[src/regex_pattern_tokenizer_unit_defines.svh]
// assertion macros for the checking module rpt_back
`ifndef REGEX_PATTERN_TOKENIZER_UNIT_DEFINES_SVH
`define REGEX_PATTERN_TOKENIZER_UNIT_DEFINES_SVH

// same-cycle implication, disabled while reset is held
`define RPT_ASSERT_IMPLY(label, clk, rst_n, ante, cons) \
    label: assert property (@(posedge clk) disable iff (!(rst_n)) (ante) |-> (cons)) \
        else $error("implication check failed");

// next-cycle implication, disabled while reset is held
`define RPT_ASSERT_NEXT(label, clk, rst_n, ante, cons) \
    label: assert property (@(posedge clk) disable iff (!(rst_n)) (ante) |=> (cons)) \
        else $error("next-cycle check failed");

`endif

[src/rpt_pkg.sv]
package rpt_pkg;

    // widths of the stream payloads
    localparam int S_DATA_WIDTH    = 8;
    localparam int M_USER_WIDTH    = 3;
    localparam int QUANT_WIDTH     = 16;
    localparam int CLASS_BITS      = 256;
    localparam int TOKEN_BITS      = 8 + 2 * QUANT_WIDTH + 1 + CLASS_BITS;
    localparam int M_DATA_WIDTH    = ((TOKEN_BITS + 7) / 8) * 8;
    localparam int COUNT_WIDTH_DEF = 16;
    localparam int FIFO_DEPTH      = 4;

    // pattern bytes with a meaning of their own
    localparam logic [7:0] CH_STAR   = 8'h2A;
    localparam logic [7:0] CH_PIPE   = 8'h7C;
    localparam logic [7:0] CH_LPAREN = 8'h28;
    localparam logic [7:0] CH_RPAREN = 8'h29;
    localparam logic [7:0] CH_LBRACK = 8'h5B;
    localparam logic [7:0] CH_RBRACK = 8'h5D;
    localparam logic [7:0] CH_LBRACE = 8'h7B;
    localparam logic [7:0] CH_RBRACE = 8'h7D;
    localparam logic [7:0] CH_CARET  = 8'h5E;
    localparam logic [7:0] CH_DASH   = 8'h2D;
    localparam logic [7:0] CH_COMMA  = 8'h2C;
    localparam logic [7:0] CH_TAB    = 8'h09;
    localparam logic [7:0] CH_SPACE  = 8'h20;
    localparam logic [7:0] CH_ZERO   = 8'h30;
    localparam logic [7:0] CH_NINE   = 8'h39;

    typedef enum logic [2:0] {
        TOK_CHAR   = 3'd0,
        TOK_STAR   = 3'd1,
        TOK_PIPE   = 3'd2,
        TOK_LPAREN = 3'd3,
        TOK_RPAREN = 3'd4,
        TOK_CONCAT = 3'd5,
        TOK_CLASS  = 3'd6,
        TOK_QUANT  = 3'd7
    } tok_type_t;

    typedef enum logic [2:0] {
        MODE_NORMAL = 3'd0,
        MODE_CSTART = 3'd1,
        MODE_CS0    = 3'd2,
        MODE_CS1    = 3'd3,
        MODE_CS2    = 3'd4,
        MODE_QWS    = 3'd5,
        MODE_QV1    = 3'd6,
        MODE_QV2    = 3'd7
    } lex_mode_t;

    // one queued record: an optional concat followed by the main token
    typedef struct packed {
        logic                   concat;
        tok_type_t              tok_type;
        logic [7:0]             tok_char;
        logic [QUANT_WIDTH-1:0] quant_min;
        logic [QUANT_WIDTH-1:0] quant_max;
        logic                   quant_max_valid;
        logic [CLASS_BITS-1:0]  class_bits;
    } token_rec_t;

    // handshake between lexer and queue
    typedef struct packed {
        logic push;
        logic full;
    } q_ctrl_t;

endpackage

[src/rpt_front.sv]
module rpt_front
    import rpt_pkg::*;
#(
    parameter int COUNT_WIDTH = COUNT_WIDTH_DEF
) (
    input  logic                    aclk,
    input  logic                    aresetn,
    input  logic                    s_tvalid,
    output logic                    s_tready,
    input  logic [S_DATA_WIDTH-1:0] s_tdata,   // [7:0] ch
    input  logic                    s_tlast,   // last
    input  logic                    q_full,
    output q_ctrl_t                 q_ctrl,
    output token_rec_t              rec
);

    lex_mode_t               mode_reg, mode_next;
    logic [CLASS_BITS-1:0]   bitmap_reg, bitmap_next;
    logic                    negate_reg, negate_next;
    logic [7:0]              pend_reg, pend_next;
    logic [COUNT_WIDTH-1:0]  low_reg, low_next;
    logic [COUNT_WIDTH-1:0]  high_reg, high_next;
    logic                    prior_char_reg, prior_char_next;
    logic                    emit;
    logic                    fire;

    // decimal digit append with saturation at the counter maximum
    function automatic logic [COUNT_WIDTH-1:0] count_digit(
        input logic [COUNT_WIDTH-1:0] v,
        input logic [7:0]             c
    );
        logic [COUNT_WIDTH+3:0] r;
        r = ({4'b0, v} << 3) + ({4'b0, v} << 1) + {{COUNT_WIDTH{1'b0}}, c[3:0]};
        if (r[COUNT_WIDTH+3:COUNT_WIDTH] != 4'b0) begin
            count_digit = '1;
        end else begin
            count_digit = r[COUNT_WIDTH-1:0];
        end
    endfunction

    // count widened or cut to the result field width
    function automatic logic [QUANT_WIDTH-1:0] to_quant(input logic [COUNT_WIDTH-1:0] v);
        logic [COUNT_WIDTH+QUANT_WIDTH-1:0] t;
        t = {{QUANT_WIDTH{1'b0}}, v};
        to_quant = t[QUANT_WIDTH-1:0];
    endfunction

    function automatic logic [CLASS_BITS-1:0] one_bit(input logic [7:0] b);
        one_bit = {{(CLASS_BITS-1){1'b0}}, 1'b1} << b;
    endfunction

    assign fire          = s_tvalid && s_tready;
    assign s_tready      = !q_full;
    assign q_ctrl.full   = q_full;
    assign q_ctrl.push   = fire && emit;

    // lexer next state and token record
    always_comb begin
        logic [7:0]            c;
        logic                  class_done;
        logic [7:0]            lo;
        logic [7:0]            hi;
        logic [CLASS_BITS-1:0] range_mask;
        c               = s_tdata[7:0];
        class_done      = 1'b0;
        lo              = (pend_reg < c) ? pend_reg : c;
        hi              = (pend_reg < c) ? c : pend_reg;
        mode_next       = mode_reg;
        bitmap_next     = bitmap_reg;
        negate_next     = negate_reg;
        pend_next       = pend_reg;
        low_next        = low_reg;
        high_next       = high_reg;
        prior_char_next = prior_char_reg;
        emit            = 1'b0;
        rec             = '0;
        rec.tok_type    = TOK_CHAR;

        // parallel compare for a range fill, inclusive of both ends
        for (int i = 0; i < CLASS_BITS; i++) begin
            range_mask[i] = (8'(i) >= lo) && (8'(i) <= hi);
        end

        unique case (mode_reg)
            MODE_NORMAL: begin
                priority if (c == CH_STAR) begin
                    emit = 1'b1;
                    rec.tok_type = TOK_STAR;
                end else if (c == CH_PIPE) begin
                    emit = 1'b1;
                    rec.tok_type = TOK_PIPE;
                end else if (c == CH_LPAREN) begin
                    emit = 1'b1;
                    rec.tok_type = TOK_LPAREN;
                end else if (c == CH_RPAREN) begin
                    emit = 1'b1;
                    rec.tok_type = TOK_RPAREN;
                    rec.tok_char = c;
                end else if (c == CH_LBRACK) begin
                    bitmap_next = '0;
                    negate_next = 1'b0;
                    pend_next   = '0;
                    mode_next   = MODE_CSTART;
                end else if (c == CH_LBRACE) begin
                    low_next  = '0;
                    high_next = '0;
                    mode_next = MODE_QWS;
                end else begin
                    emit         = 1'b1;
                    rec.concat   = prior_char_reg;
                    rec.tok_type = TOK_CHAR;
                    rec.tok_char = c;
                end
            end
            MODE_CSTART, MODE_CS0: begin
                priority if (mode_reg == MODE_CSTART && c == CH_CARET) begin
                    negate_next = 1'b1;
                    mode_next   = MODE_CS0;
                end else if (c == CH_DASH) begin
                    bitmap_next = bitmap_reg | one_bit(CH_DASH);
                    mode_next   = MODE_CS0;
                end else if (c == CH_RBRACK) begin
                    class_done = 1'b1;
                end else begin
                    pend_next = c;
                    mode_next = MODE_CS1;
                end
            end
            MODE_CS1: begin
                priority if (c == CH_DASH) begin
                    mode_next = MODE_CS2;
                end else if (c == CH_RBRACK) begin
                    bitmap_next = bitmap_reg | one_bit(pend_reg);
                    class_done  = 1'b1;
                end else begin
                    bitmap_next = bitmap_reg | one_bit(pend_reg);
                    pend_next   = c;
                end
            end
            MODE_CS2: begin
                if (c == CH_RBRACK) begin
                    bitmap_next = bitmap_reg | one_bit(pend_reg) | one_bit(CH_DASH);
                    class_done  = 1'b1;
                end else begin
                    bitmap_next = bitmap_reg | range_mask;
                    mode_next   = MODE_CS0;
                end
            end
            MODE_QWS, MODE_QV1: begin
                priority if (mode_reg == MODE_QWS && (c == CH_SPACE || c == CH_TAB)) begin
                    mode_next = mode_reg;
                end else if (c >= CH_ZERO && c <= CH_NINE) begin
                    low_next  = count_digit(low_reg, c);
                    mode_next = MODE_QV1;
                end else if (c == CH_COMMA) begin
                    mode_next = MODE_QV2;
                end else if (c == CH_RBRACE) begin
                    emit          = 1'b1;
                    rec.tok_type  = TOK_QUANT;
                    rec.quant_min = to_quant(low_reg);
                    mode_next     = MODE_NORMAL;
                end else begin
                    // malformed quantifier: byte dropped
                    mode_next = MODE_NORMAL;
                end
            end
            MODE_QV2: begin
                priority if (c >= CH_ZERO && c <= CH_NINE) begin
                    high_next = count_digit(high_reg, c);
                end else if (c == CH_RBRACE) begin
                    emit                = 1'b1;
                    rec.tok_type        = TOK_QUANT;
                    rec.quant_min       = to_quant(low_reg);
                    rec.quant_max       = to_quant(high_reg);
                    rec.quant_max_valid = 1'b1;
                    mode_next           = MODE_NORMAL;
                end else begin
                    mode_next = MODE_NORMAL;
                end
            end
            default: begin
                mode_next = MODE_NORMAL;
            end
        endcase

        // pattern ending inside a class flushes it
        if (s_tlast && (mode_next == MODE_CSTART || mode_next == MODE_CS0 ||
                        mode_next == MODE_CS1 || mode_next == MODE_CS2)) begin
            class_done = 1'b1;
        end

        if (class_done) begin
            emit           = 1'b1;
            rec.tok_type   = TOK_CLASS;
            rec.class_bits = negate_next ? ~bitmap_next : bitmap_next;
            bitmap_next    = '0;
            negate_next    = 1'b0;
            pend_next      = '0;
            mode_next      = MODE_NORMAL;
        end

        // char tokens arm the concat, every other token disarms it
        if (emit) begin
            prior_char_next = (rec.tok_type == TOK_CHAR);
        end

        // end of pattern returns everything to reset values
        if (s_tlast) begin
            mode_next       = MODE_NORMAL;
            bitmap_next     = '0;
            negate_next     = 1'b0;
            pend_next       = '0;
            low_next        = '0;
            high_next       = '0;
            prior_char_next = 1'b0;
        end
    end

    // lexer state registers
    always_ff @(posedge aclk) begin
        if (!aresetn) begin
            mode_reg       <= MODE_NORMAL;
            bitmap_reg     <= '0;
            negate_reg     <= 1'b0;
            pend_reg       <= '0;
            low_reg        <= '0;
            high_reg       <= '0;
            prior_char_reg <= 1'b0;
        end else if (fire) begin
            mode_reg       <= mode_next;
            bitmap_reg     <= bitmap_next;
            negate_reg     <= negate_next;
            pend_reg       <= pend_next;
            low_reg        <= low_next;
            high_reg       <= high_next;
            prior_char_reg <= prior_char_next;
        end
    end

endmodule

[src/rpt_queue.sv]
module rpt_queue
    import rpt_pkg::*;
(
    input  logic       aclk,
    input  logic       aresetn,
    input  q_ctrl_t    q_ctrl,
    input  token_rec_t wr_rec,
    output logic       q_full,
    input  logic       pop,
    output logic       rd_valid,
    output token_rec_t rd_rec
);

    localparam int PTR_WIDTH = (FIFO_DEPTH > 1) ? $clog2(FIFO_DEPTH) : 1;
    localparam int CNT_WIDTH = $clog2(FIFO_DEPTH + 1);

    token_rec_t           mem_reg [FIFO_DEPTH];
    logic [PTR_WIDTH-1:0] wr_ptr_reg, wr_ptr_next;
    logic [PTR_WIDTH-1:0] rd_ptr_reg, rd_ptr_next;
    logic [CNT_WIDTH-1:0] count_reg, count_next;
    logic                 do_push;
    logic                 do_pop;

    assign q_full   = (count_reg == CNT_WIDTH'(FIFO_DEPTH));
    assign rd_valid = (count_reg != '0);
    assign rd_rec   = mem_reg[rd_ptr_reg];
    assign do_push  = q_ctrl.push && !q_ctrl.full;
    assign do_pop   = pop && rd_valid;

    // pointer wrap and occupancy
    always_comb begin
        wr_ptr_next = wr_ptr_reg;
        rd_ptr_next = rd_ptr_reg;
        count_next  = count_reg;
        if (do_push) begin
            wr_ptr_next = (wr_ptr_reg == PTR_WIDTH'(FIFO_DEPTH - 1)) ? '0 : wr_ptr_reg + 1'b1;
        end
        if (do_pop) begin
            rd_ptr_next = (rd_ptr_reg == PTR_WIDTH'(FIFO_DEPTH - 1)) ? '0 : rd_ptr_reg + 1'b1;
        end
        unique case ({do_push, do_pop})
            2'b10:   count_next = count_reg + 1'b1;
            2'b01:   count_next = count_reg - 1'b1;
            default: count_next = count_reg;
        endcase
    end

    always_ff @(posedge aclk) begin
        if (!aresetn) begin
            wr_ptr_reg <= '0;
            rd_ptr_reg <= '0;
            count_reg  <= '0;
        end else begin
            wr_ptr_reg <= wr_ptr_next;
            rd_ptr_reg <= rd_ptr_next;
            count_reg  <= count_next;
        end
    end

    // record storage
    always_ff @(posedge aclk) begin
        if (do_push) begin
            mem_reg[wr_ptr_reg] <= wr_rec;
        end
    end

endmodule

[src/rpt_back.sv]
`include "regex_pattern_tokenizer_unit_defines.svh"

module rpt_back
    import rpt_pkg::*;
(
    input  logic                    aclk,
    input  logic                    aresetn,
    input  logic                    rd_valid,
    input  token_rec_t              rd_rec,
    output logic                    pop,
    output logic                    m_tvalid,
    input  logic                    m_tready,
    output logic [M_DATA_WIDTH-1:0] m_tdata,  // tok_char, quant_min, quant_max,
                                              // quant_max_valid, class_word0..3, pad
    output logic [M_USER_WIDTH-1:0] m_tuser,  // tok_type
    output logic                    m_tlast   // run_end
);

    logic                    valid_reg, valid_next;
    logic                    pend_main_reg, pend_main_next;
    token_rec_t              hold_reg, hold_next;
    tok_type_t               type_reg, type_next;
    logic [M_DATA_WIDTH-1:0] data_reg, data_next;
    logic                    last_reg, last_next;
    logic                    load_ok;

    function automatic logic [M_DATA_WIDTH-1:0] pack_main(input token_rec_t r);
        pack_main = {{(M_DATA_WIDTH-TOKEN_BITS){1'b0}}, r.class_bits, r.quant_max_valid,
                     r.quant_max, r.quant_min, r.tok_char};
    endfunction

    assign load_ok  = !valid_reg || m_tready;
    assign pop      = load_ok && !pend_main_reg && rd_valid;
    assign m_tvalid = valid_reg;
    assign m_tdata  = data_reg;
    assign m_tuser  = type_reg;
    assign m_tlast  = last_reg;

    // expand a record into a concat beat and a main beat, or into a main beat alone when it has no concat
    always_comb begin
        valid_next     = valid_reg;
        pend_main_next = pend_main_reg;
        hold_next      = hold_reg;
        type_next      = type_reg;
        data_next      = data_reg;
        last_next      = last_reg;
        if (load_ok) begin
            priority if (pend_main_reg) begin
                valid_next     = 1'b1;
                pend_main_next = 1'b0;
                type_next      = hold_reg.tok_type;
                data_next      = pack_main(hold_reg);
                last_next      = 1'b1;
            end else if (rd_valid && rd_rec.concat) begin
                valid_next     = 1'b1;
                pend_main_next = 1'b1;
                hold_next      = rd_rec;
                type_next      = TOK_CONCAT;
                data_next      = '0;
                last_next      = 1'b0;
            end else if (rd_valid) begin
                valid_next = 1'b1;
                type_next  = rd_rec.tok_type;
                data_next  = pack_main(rd_rec);
                last_next  = 1'b1;
            end else begin
                valid_next = 1'b0;
            end
        end
    end

    always_ff @(posedge aclk) begin
        if (!aresetn) begin
            valid_reg     <= 1'b0;
            pend_main_reg <= 1'b0;
        end else begin
            valid_reg     <= valid_next;
            pend_main_reg <= pend_main_next;
        end
    end

    // output payload
    always_ff @(posedge aclk) begin
        hold_reg <= hold_next;
        type_reg <= type_next;
        data_reg <= data_next;
        last_reg <= last_next;
    end

    // only a concat beat is ever shown without run end
    `RPT_ASSERT_IMPLY(a_concat_only_mid, aclk, aresetn, valid_reg && !last_reg, type_reg == TOK_CONCAT)
    // a held main token always sits behind a shown concat beat
    `RPT_ASSERT_IMPLY(a_pend_has_beat, aclk, aresetn, pend_main_reg, valid_reg && !last_reg)
    // the main token follows its concat directly
    `RPT_ASSERT_NEXT(a_main_follows, aclk, aresetn, valid_reg && m_tready && !last_reg, valid_reg && last_reg)
    // no new record is taken while a main token is still held
    `RPT_ASSERT_IMPLY(a_no_pop_held, aclk, aresetn, pend_main_reg, !pop)

endmodule

[src/regex_pattern_tokenizer_unit.sv]
// path: a token is written into the queue, then loaded into the output register, before it appears on the m_ side
// throughput: one pattern byte per cycle while the queue is not full; a char after a char yields a concat
//   and a char token, two output beats, so the single output register sets the pace there
// reset: synchronous, active-low aresetn clears lexer state, queue and output valid
// a four-record queue lets the lexer run ahead of a stalled output
module regex_pattern_tokenizer_unit
    import rpt_pkg::*;
#(
    parameter int COUNT_WIDTH = COUNT_WIDTH_DEF
) (
    input  logic                    aclk,
    input  logic                    aresetn,
    input  logic                    s_tvalid,
    output logic                    s_tready,
    input  logic [S_DATA_WIDTH-1:0] s_tdata,   // [7:0] ch
    input  logic                    s_tlast,   // last
    output logic                    m_tvalid,
    input  logic                    m_tready,
    output logic [M_DATA_WIDTH-1:0] m_tdata,   // [7:0] tok_char, [23:8] quant_min,
                                               // [39:24] quant_max, [40] quant_max_valid,
                                               // [104:41] class_word0, [168:105] class_word1,
                                               // [232:169] class_word2, [296:233] class_word3
    output logic [M_USER_WIDTH-1:0] m_tuser,   // [2:0] tok_type
    output logic                    m_tlast    // run_end
);

    q_ctrl_t    q_ctrl;
    token_rec_t wr_rec;
    token_rec_t rd_rec;
    logic       q_full;
    logic       rd_valid;
    logic       pop;

    // lexer front end
    rpt_front #(
        .COUNT_WIDTH(COUNT_WIDTH)
    ) u_front (
        .aclk     (aclk),
        .aresetn  (aresetn),
        .s_tvalid (s_tvalid),
        .s_tready (s_tready),
        .s_tdata  (s_tdata),
        .s_tlast  (s_tlast),
        .q_full   (q_full),
        .q_ctrl   (q_ctrl),
        .rec      (wr_rec)
    );

    // token record queue
    rpt_queue u_queue (
        .aclk     (aclk),
        .aresetn  (aresetn),
        .q_ctrl   (q_ctrl),
        .wr_rec   (wr_rec),
        .q_full   (q_full),
        .pop      (pop),
        .rd_valid (rd_valid),
        .rd_rec   (rd_rec)
    );

    // token output stage
    rpt_back u_back (
        .aclk     (aclk),
        .aresetn  (aresetn),
        .rd_valid (rd_valid),
        .rd_rec   (rd_rec),
        .pop      (pop),
        .m_tvalid (m_tvalid),
        .m_tready (m_tready),
        .m_tdata  (m_tdata),
        .m_tuser  (m_tuser),
        .m_tlast  (m_tlast)
    );

endmodule
[config.mk]
export PLATFORM = sky130hd
export DESIGN_NAME = regex_pattern_tokenizer_unit
export DESIGN_NICKNAME = d
export VERILOG_FILES = /design/src/rpt_pkg.sv /design/src/rpt_front.sv /design/src/rpt_queue.sv /design/src/rpt_back.sv /design/src/regex_pattern_tokenizer_unit.sv
export VERILOG_INCLUDE_DIRS = /design/src /design/src/src
export SDC_FILE = /design/constraint.sdc
export NUM_CORES = 2
export LEC_CHECK = 0
export BUFFER_PORTS_ARGS = -buffer_cell sky130_fd_sc_hd__buf_2
export CORE_ASPECT_RATIO = 0.75
export CORE_MARGIN = 2
export CORE_UTILIZATION = 30
export CTS_BUF_LIST = sky130_fd_sc_hd__clkbuf_16
export CTS_CLUSTER_DIAMETER = 200
export DETAILED_ROUTE_END_ITERATION = 6
export PLACE_DENSITY_LB_ADDON = 0.05
export SLEW_MARGIN = 15
export SYNTH_ARGS = -nofsm -noshare
export SYNTH_HDL_FRONTEND = slang
export SYNTH_SLANG_ARGS = --single-unit
[constraint.sdc]
create_clock -name aclk -period 27.9 [get_ports aclk]
set_input_delay 1.395 -clock aclk [delete_from_list [all_inputs] [get_ports aclk]]
set_output_delay 1.395 -clock aclk [all_outputs]
set_load 0.03 [all_outputs]
======== Word level (Yosys, flattened, before mapping) ========
Memory sizes are Yosys's and may differ from the RTL's. A register that Yosys moved wholly into a read port is not among the register bits.
Cells that the tools add are included.
cells by class
  $add $sub $neg .......................... 8
  magnitude comparators ................... 515
  eq/ne operators ......................... 44
  shift operators ......................... 1
  muxes and demuxes ....................... 139
  bitwise logic cells ..................... 4
  reduce and logical (&&, ||, !) cells .... 294
operators with widths
  operator                                                              number
  256-bit 2-to-1 mux                                                    11
  8-bit >= comparator, first input constant                             128
  8-bit <= comparator, first input constant                             128
  256-bit case mux with 4 select lines                                  1
  297-bit 2-to-1 mux                                                    3
  7-bit by 8-bit >= comparator with 1-bit output, first input constant  64
  7-bit by 8-bit <= comparator with 1-bit output, first input constant  64
  256-bit OR                                                            2
  16-bit 2-to-1 mux                                                     17
  1-bit logical AND                                                     267
  6-bit by 8-bit >= comparator with 1-bit output, first input constant  32
  6-bit by 8-bit <= comparator with 1-bit output, first input constant  32
  256-bit NOT                                                           1
  1-bit by 8-bit << shifter with 256-bit output, first input constant   1
  5-bit by 8-bit >= comparator with 1-bit output, first input constant  16
  5-bit by 8-bit <= comparator with 1-bit output, first input constant  16
  8-bit 2-to-1 mux                                                      16
  16-bit case mux with 2 select lines                                   3
  46-bit 2-to-1 mux                                                     2
  3-bit 2-to-1 mux                                                      29
  33-bit 2-to-1 mux                                                     2
  4-bit by 8-bit >= comparator with 1-bit output, first input constant  8
  4-bit by 8-bit <= comparator with 1-bit output, first input constant  8
  8-bit by 6-bit == test with 1-bit output, second input constant       6
  other kinds (50)                                                      148
storage, ports and cells
  bits in registers ....................... 911
  memory bits (writable) .................. 1,204
  bits of input ports ..................... 13
  output and inout port bits .............. 310
  word-level logic and storage cells ...... 1,027
  memories ................................ 1
memory list
  name             words  width  read ports  clocked after Yosys merged registers in  write ports  RTL line         text
  u_queue.mem_reg  4      301    1           1                                        1            rpt_queue.sv:17  token_rec_t mem_reg [FIFO_DEPTH];

======== Longest topological paths before layout ========
  depth after elaboration ................. 19
  mapped depth ............................ 18
  depth with buffers taken out ............ 14

======== By module ========
Synthesis repeated with hierarchy kept, for this count alone.
second synthesis, totals
  cells, all modules ...................... 7,560
  area, all modules ....................... 99,440.4 µm²
modules (own cells, without submodules)
  module     times used  cells each  area an instance (µm²)  sequential area each (µm²)
  rpt_queue  1           1,625       44,234.9                36,334.8
  rpt_front  1           4,313       31,033.5                6,025.8
  rpt_back   1           1,622       24,171.9                18,087.3

======== Worst setup path after synthesis ========
No wires, ideal clock.
  kind .................................... input -> register
  start ................................... in m_tready
  end ..................................... reg u_back.data_reg[0] (netlist: u_back.m_tdata[0]), enable pin
  setup time .............................. 1.065 ns
  data arrival time ....................... 15.940 ns
  data required time ...................... 26.835 ns
  slack ................................... 10.894 ns
  stages .................................. 2
  path buffers ............................ 0
  path through ............................ nor2b_1 > a21oi_1
between the ends
  longest elaborated chain between the ends .. 2
ends and longest elaborated chain
  what                           RTL line                            text
  from (decl)                    regex_pattern_tokenizer_unit.sv:18  input logic m_tready,
  1-bit logical OR               rpt_back.sv:32                      assign load_ok = !valid_reg || m_tready;
  2-bit AND reduction (no line)  n/a
  to (signal assigned)           rpt_back.sv:86                      data_reg <= data_next;
  to (decl)                      rpt_back.sv:23                      logic [M_DATA_WIDTH-1:0] data_reg, data_next;
No other way between the ends.
A chain may end at the register's enable or synchronous reset.

======== Worst setup path after layout ========
  start ................................... in s_tdata[0]
  end ..................................... mem u_queue.mem_reg[1][154] (netlist name), enable pin
between the ends
  longest elaborated chain between the ends .. 19
  elaborated cells on any way between the ends .. 65
  classes of those cells .................. order compare: 2; eq/ne: 17; mux: 36; reduce/logical: 10
ends and longest elaborated chain
  what                                        RTL line                            text
  from (decl)                                 regex_pattern_tokenizer_unit.sv:15  input logic [S_DATA_WIDTH-1:0] s_tdata,
  8-bit by 7-bit == test with 1-bit output    rpt_front.sv:104                    end else if (c == CH_LBRACE) begin
  3-bit 2-to-1 mux                            rpt_front.sv:104
  3-bit 2-to-1 mux                            rpt_front.sv:99                     end else if (c == CH_LBRACK) begin
  3-bit 2-to-1 mux                            rpt_front.sv:95                     end else if (c == CH_RPAREN) begin
  3-bit 2-to-1 mux                            rpt_front.sv:92                     end else if (c == CH_LPAREN) begin
  3-bit 2-to-1 mux                            rpt_front.sv:89                     end else if (c == CH_PIPE) begin
  3-bit 2-to-1 mux                            rpt_front.sv:86                     priority if (c == CH_STAR) begin
  3-bit case mux with 6 select lines          rpt_front.sv:84                     unique case (mode_reg)
  [3 not listed]                              n/a
  1-bit logical OR                            rpt_front.sv:188                    mode_next == MODE_CS1 || mode_next == MODE_CS2)) begin
  1-bit logical AND                           rpt_front.sv:187                    if (s_tlast && (mode_next == MODE_CSTART || mode_next == MODE_CS0 ||
  1-bit 2-to-1 mux                            rpt_front.sv:187
  1-bit 2-to-1 mux (*)                        rpt_front.sv:192                    if (class_done) begin
  1-bit logical AND (*)                       rpt_front.sv:55                     assign q_ctrl.push = fire && emit;
  1-bit logical AND (*)                       rpt_queue.sv:27                     assign do_push = q_ctrl.push && !q_ctrl.full;
  1-bit 2-to-1 mux (*)                        rpt_queue.sv:62                     if (do_push) begin
  1-bit 2-to-1 mux (not written as such) (*)  rpt_queue.sv:63                     mem_reg[wr_ptr_reg] <= wr_rec;
  to (decl)                                   rpt_queue.sv:17
Every way passes the cells marked *; elsewhere a longest branch is shown, timed or not.

==> impl_results.rst <==
.. list-table::
   :header-rows: 1

   * - Metric
     - Value
   * - Total number of vias
     - 74772
   * - Maximum count of clock buffers along a single path
     - 4
   * - Reported leakage power
     - 38.24 nW
   * - Setup repair after global routing missed its margin
     - false
   * - Cell type group with the largest total delay on the critical path
     - buffers and inverters
   * - Io pins
     - 323
   * - Status
     - finished with violations
   * - Fraction of synthesized cell area taken by the top area cell type
     - 0.5566
   * - Vias in the first global route
     - 70719
   * - Post-CTS Repair Setup Buffers
     - 0
   * - Fill cell total of the finished layout
     - 31838
   * - TritonCTS clock tree
     - yes
   * - Via density per instance
     - 5.915
   * - Final cell utilization of the core
     - 0.3494
   * - Count of distinct cell types in the synthesized netlist
     - 111
   * - Clk Latency, worst-skew pair
     - 0.97 ns
   * - Data arrival time of the critical path
     - 8.48 ns
   * - Combined global-route utilization of all metal layers
     - 0.3074
   * - Syn_area_per_cell
     - 12.49 µm²
   * - Estimated wirelength of the detail-placed design
     - 376900 µm
   * - Synth Cell Area
     - 97380 µm²
   * - Top cell type by total area after synthesis
     - edfxtp_1
   * - Cell count after synthesis
     - 7798
   * - Cell repeated most along the worst path
     - buf_4
   * - Max VDD drop
     - 0.1304 mV
   * - Count of hold-fix buffers inserted at cts
     - 0
   * - Number of buffers added by the clock tree synthesis step
     - 228
   * - Routability Congestion
     - 1.063
   * - Pin count of the biggest net entering global routing
     - 106
   * - Max_slew headroom
     - -0.03496
   * - Fin Clk Skew
     - 0.1057 ns
   * - Violations in the final reports
     - max-capacitance violations, max-slew violations
   * - Final Hold Vio Count
     - 0
   * - Area growth, synth to finish
     - 16.12%
   * - Final-stage net count
     - 8218
   * - Core area
     - 323600 µm²
   * - YS warnings
     - 0
   * - Antenna violations before repair
     - 89
   * - Number of flops mapped to enable cells by yosys
     - 1805
   * - Peak Freq
     - 126.0 MHz
   * - GR Overflow Total
     - 0
   * - Fraction of layout instances using a drive strength above 1
     - 0.1899
   * - WL per Instance
     - 41.09 µm
   * - FP Rows
     - 181
   * - Peak per-stage delay on the critical path
     - 0.82 ns
   * - H-tree levels
     - 4
   * - Number of sinks driven by the clock tree
     - 2117
   * - Drt pass-1 iters
     - 7
   * - Vertical extent of the die
     - 497.4 µm
   * - Total Negative Setup Slacks
     - 0 ns
   * - Cell breakdown of the critical path
     - buf_2 -> nand4b_1 -> o21ai_2 -> buf_4 -> o21ai_0 -> a211oi_1 -> and3_1 -> a211oi_4 -> a31oi_1 -> and2_4 -> buf_4 -> buf_4 -> buf_4
   * - CP max-delay cell
     - nand4b_1
   * - Root buf cell
     - clkbuf_16
   * - Drt total wl
     - 519400 µm
   * - #FFs+latches synth
     - 2117
   * - Placed inst area
     - 105600 µm²
   * - Most frequent cells after synthesis
     - edfxtp_1, nand2_1, o21ai_0
   * - Post-route ant nets
     - 0
   * - Detailed router's first-iteration violation count
     - 10466
   * - Number of DRC violations after detailed routing
     - 0
   * - Number of max-slew violations in the final report
     - 2
   * - Hold/Removal Path Class
     - flop to flop
   * - Final clock period utilization by the worst path
     - 0.2844
   * - Total die area
     - 329200 µm²
   * - Final Instance Area
     - 113100 µm²
   * - Power density of the placed cells
     - 91.39 nW/µm²
   * - Portion of the post-synthesis area used by sequential elements
     - 0.6207
   * - Ys flop type
     - edfxtp_1
   * - Fraction of synthesis flops using an asynchronous set or reset pin
     - 0
   * - Most frequent cell after synthesis
     - edfxtp_1
   * - Post-cts repair resize count
     - 0
   * - Width of the chip
     - 661.9 µm
   * - Worst EP required
     - 28.45 ns
   * - First-pass GRT wire length
     - 682600 µm
   * - Slack of the worst reg-to-reg path
     - 20.59 ns
   * - Slew at the pin closest to its max-slew limit
     - 1.552 ns
   * - Port Buffer Count
     - 315
   * - Clock transition at the registers of the reported paths
     - 0.06 ns
   * - Pre-CTS setup slack
     - 18.94 ns
   * - PnR worst setup slack
     - 19.97 ns
   * - Kind of end point of the critical path
     - flop
   * - Worst Setup Start Kind
     - primary input
   * - Final setup viols
     - 0
   * - Clock period minus final worst setup slack
     - 7.934 ns
   * - Largest cells by area after synthesis
     - edfxtp_1, mux4_2, dfxtp_1
   * - Biggest fanout along the worst timing path
     - 57
   * - Starting utilization of the core area
     - 0.3009
   * - Worst setup path class
     - primary input to flop
   * - Buffer and inverter count on the worst path
     - 5
   * - Number of max-cap violations
     - 1
   * - Max reg flops
     - 1204
==> stage by stage <==
stage          power, W  std cells  hold WS [ns]
2_1_floorplan  0.006708       7804        0.4144
3_3_place_gp   0.007423      12191        0.4258
3_5_place_dp   0.007433      12195        0.4335
4_1_cts         0.01050      12610        0.4424
5_1_grt         0.01083      12615        0.4654
6_report        0.01033      12642        0.4438
==> layout by cell type (no fill, tap or decap), types with 43 or more instances in the layout <==
cell       instances
edfxtp_1        1805
nand2_1         1081
o21ai_0          721
nor2_1           454
buf_4            379
buf_2            314
dfxtp_1          304
mux4_2           300
a21oi_1          278
clkbuf_16        229
xnor2_1          202
and2_1           147
nor3_1           131
nand3_1          124
a22o_1           106
a31oi_1          103
ha_1              75
a22oi_1           74
inv_1             65
mux2i_1           65
a222oi_1          59
clkinv_1          58
nor2b_1           52
a21o_1            52
a211oi_1          50
a221oi_1          47
a221o_1           46
o31ai_1           43
==> kinds of logic (layout without fill, tap and decap cells) <==
family | after synthesis | after routing | share of synthesized area
DFF | 2117 | 2117 | 0.6207
AOI/OAI and AO/OA | 2048 | 2048 | 0.1381
muxes | 375 | 375 | 0.07719
other | 1 | 39 | 0.00003851
adders and majority gates | 80 | 80 | 0.01066
buffers and inverters | 646 | 1152 | 0.02791
and+or+nand+nor | 2320 | 2320 | 0.1064
xor gates and xnor gates | 211 | 211 | 0.01898
==> metal layers <==
metal  vias up  routed length [µm]  track usage
met4        40               21510       0.1095
li1      30578                   -            -
met5         -                 284            0
met3       863               51800      0.09490
met2      3913              201200       0.4050
met1     39378              244600       0.4657
==> area by class of cell <==
cell class                 instances  area (µm²)  area share
sequential                      2117       60470      0.5348
timing repair buffer             706        4658     0.04120
inverter                          31       123.9    0.001095
clock buffer                     229        5731     0.05068
multi-input combinational       5041       35040      0.3099
tap                             4300        5380     0.04758
clock inverter                   186        1593     0.01409
antenna                           32       80.08   0.0007082
==> path summary, 6_finish.rpt <==
check,start,cells past startpoint,endpoint
hold reg to reg,u_front.bitmap_reg[156]$_SDFFE_PN0P_,2,u_front.bitmap_reg[156]$_SDFFE_PN0P_
setup / recovery,s_tdata[0],13,u_queue.mem_reg[1][154]$_DFFE_PP_
hold / removal,u_front.bitmap_reg[156]$_SDFFE_PN0P_,2,u_front.bitmap_reg[156]$_SDFFE_PN0P_
setup reg to reg,u_front.mode_reg[2]$_SDFFE_PN0P_,12,u_queue.mem_reg[1][154]$_DFFE_PP_
==> power by group <==
group          leakage (nW)  switching (W)  internal (W)
Clock                  3.71        0.00132       0.00171
Sequential             20.1       0.000160       0.00436
Combinational          14.4        0.00201      0.000768
==> worst register-to-register path, stage by stage, from the launching register on <==
cell      delay, ns
dfxtp_1        0.31
buf_4          0.54
inv_2          0.54
nor4_1         1.08
o21ai_0        0.23
o221ai_1       0.18
and2_1         0.22
a211oi_4       0.08
a31oi_1        0.62
and2_4         0.72
buf_4          0.82
buf_4          0.70
buf_4          0.83
(Power assumes the default switching activity.)
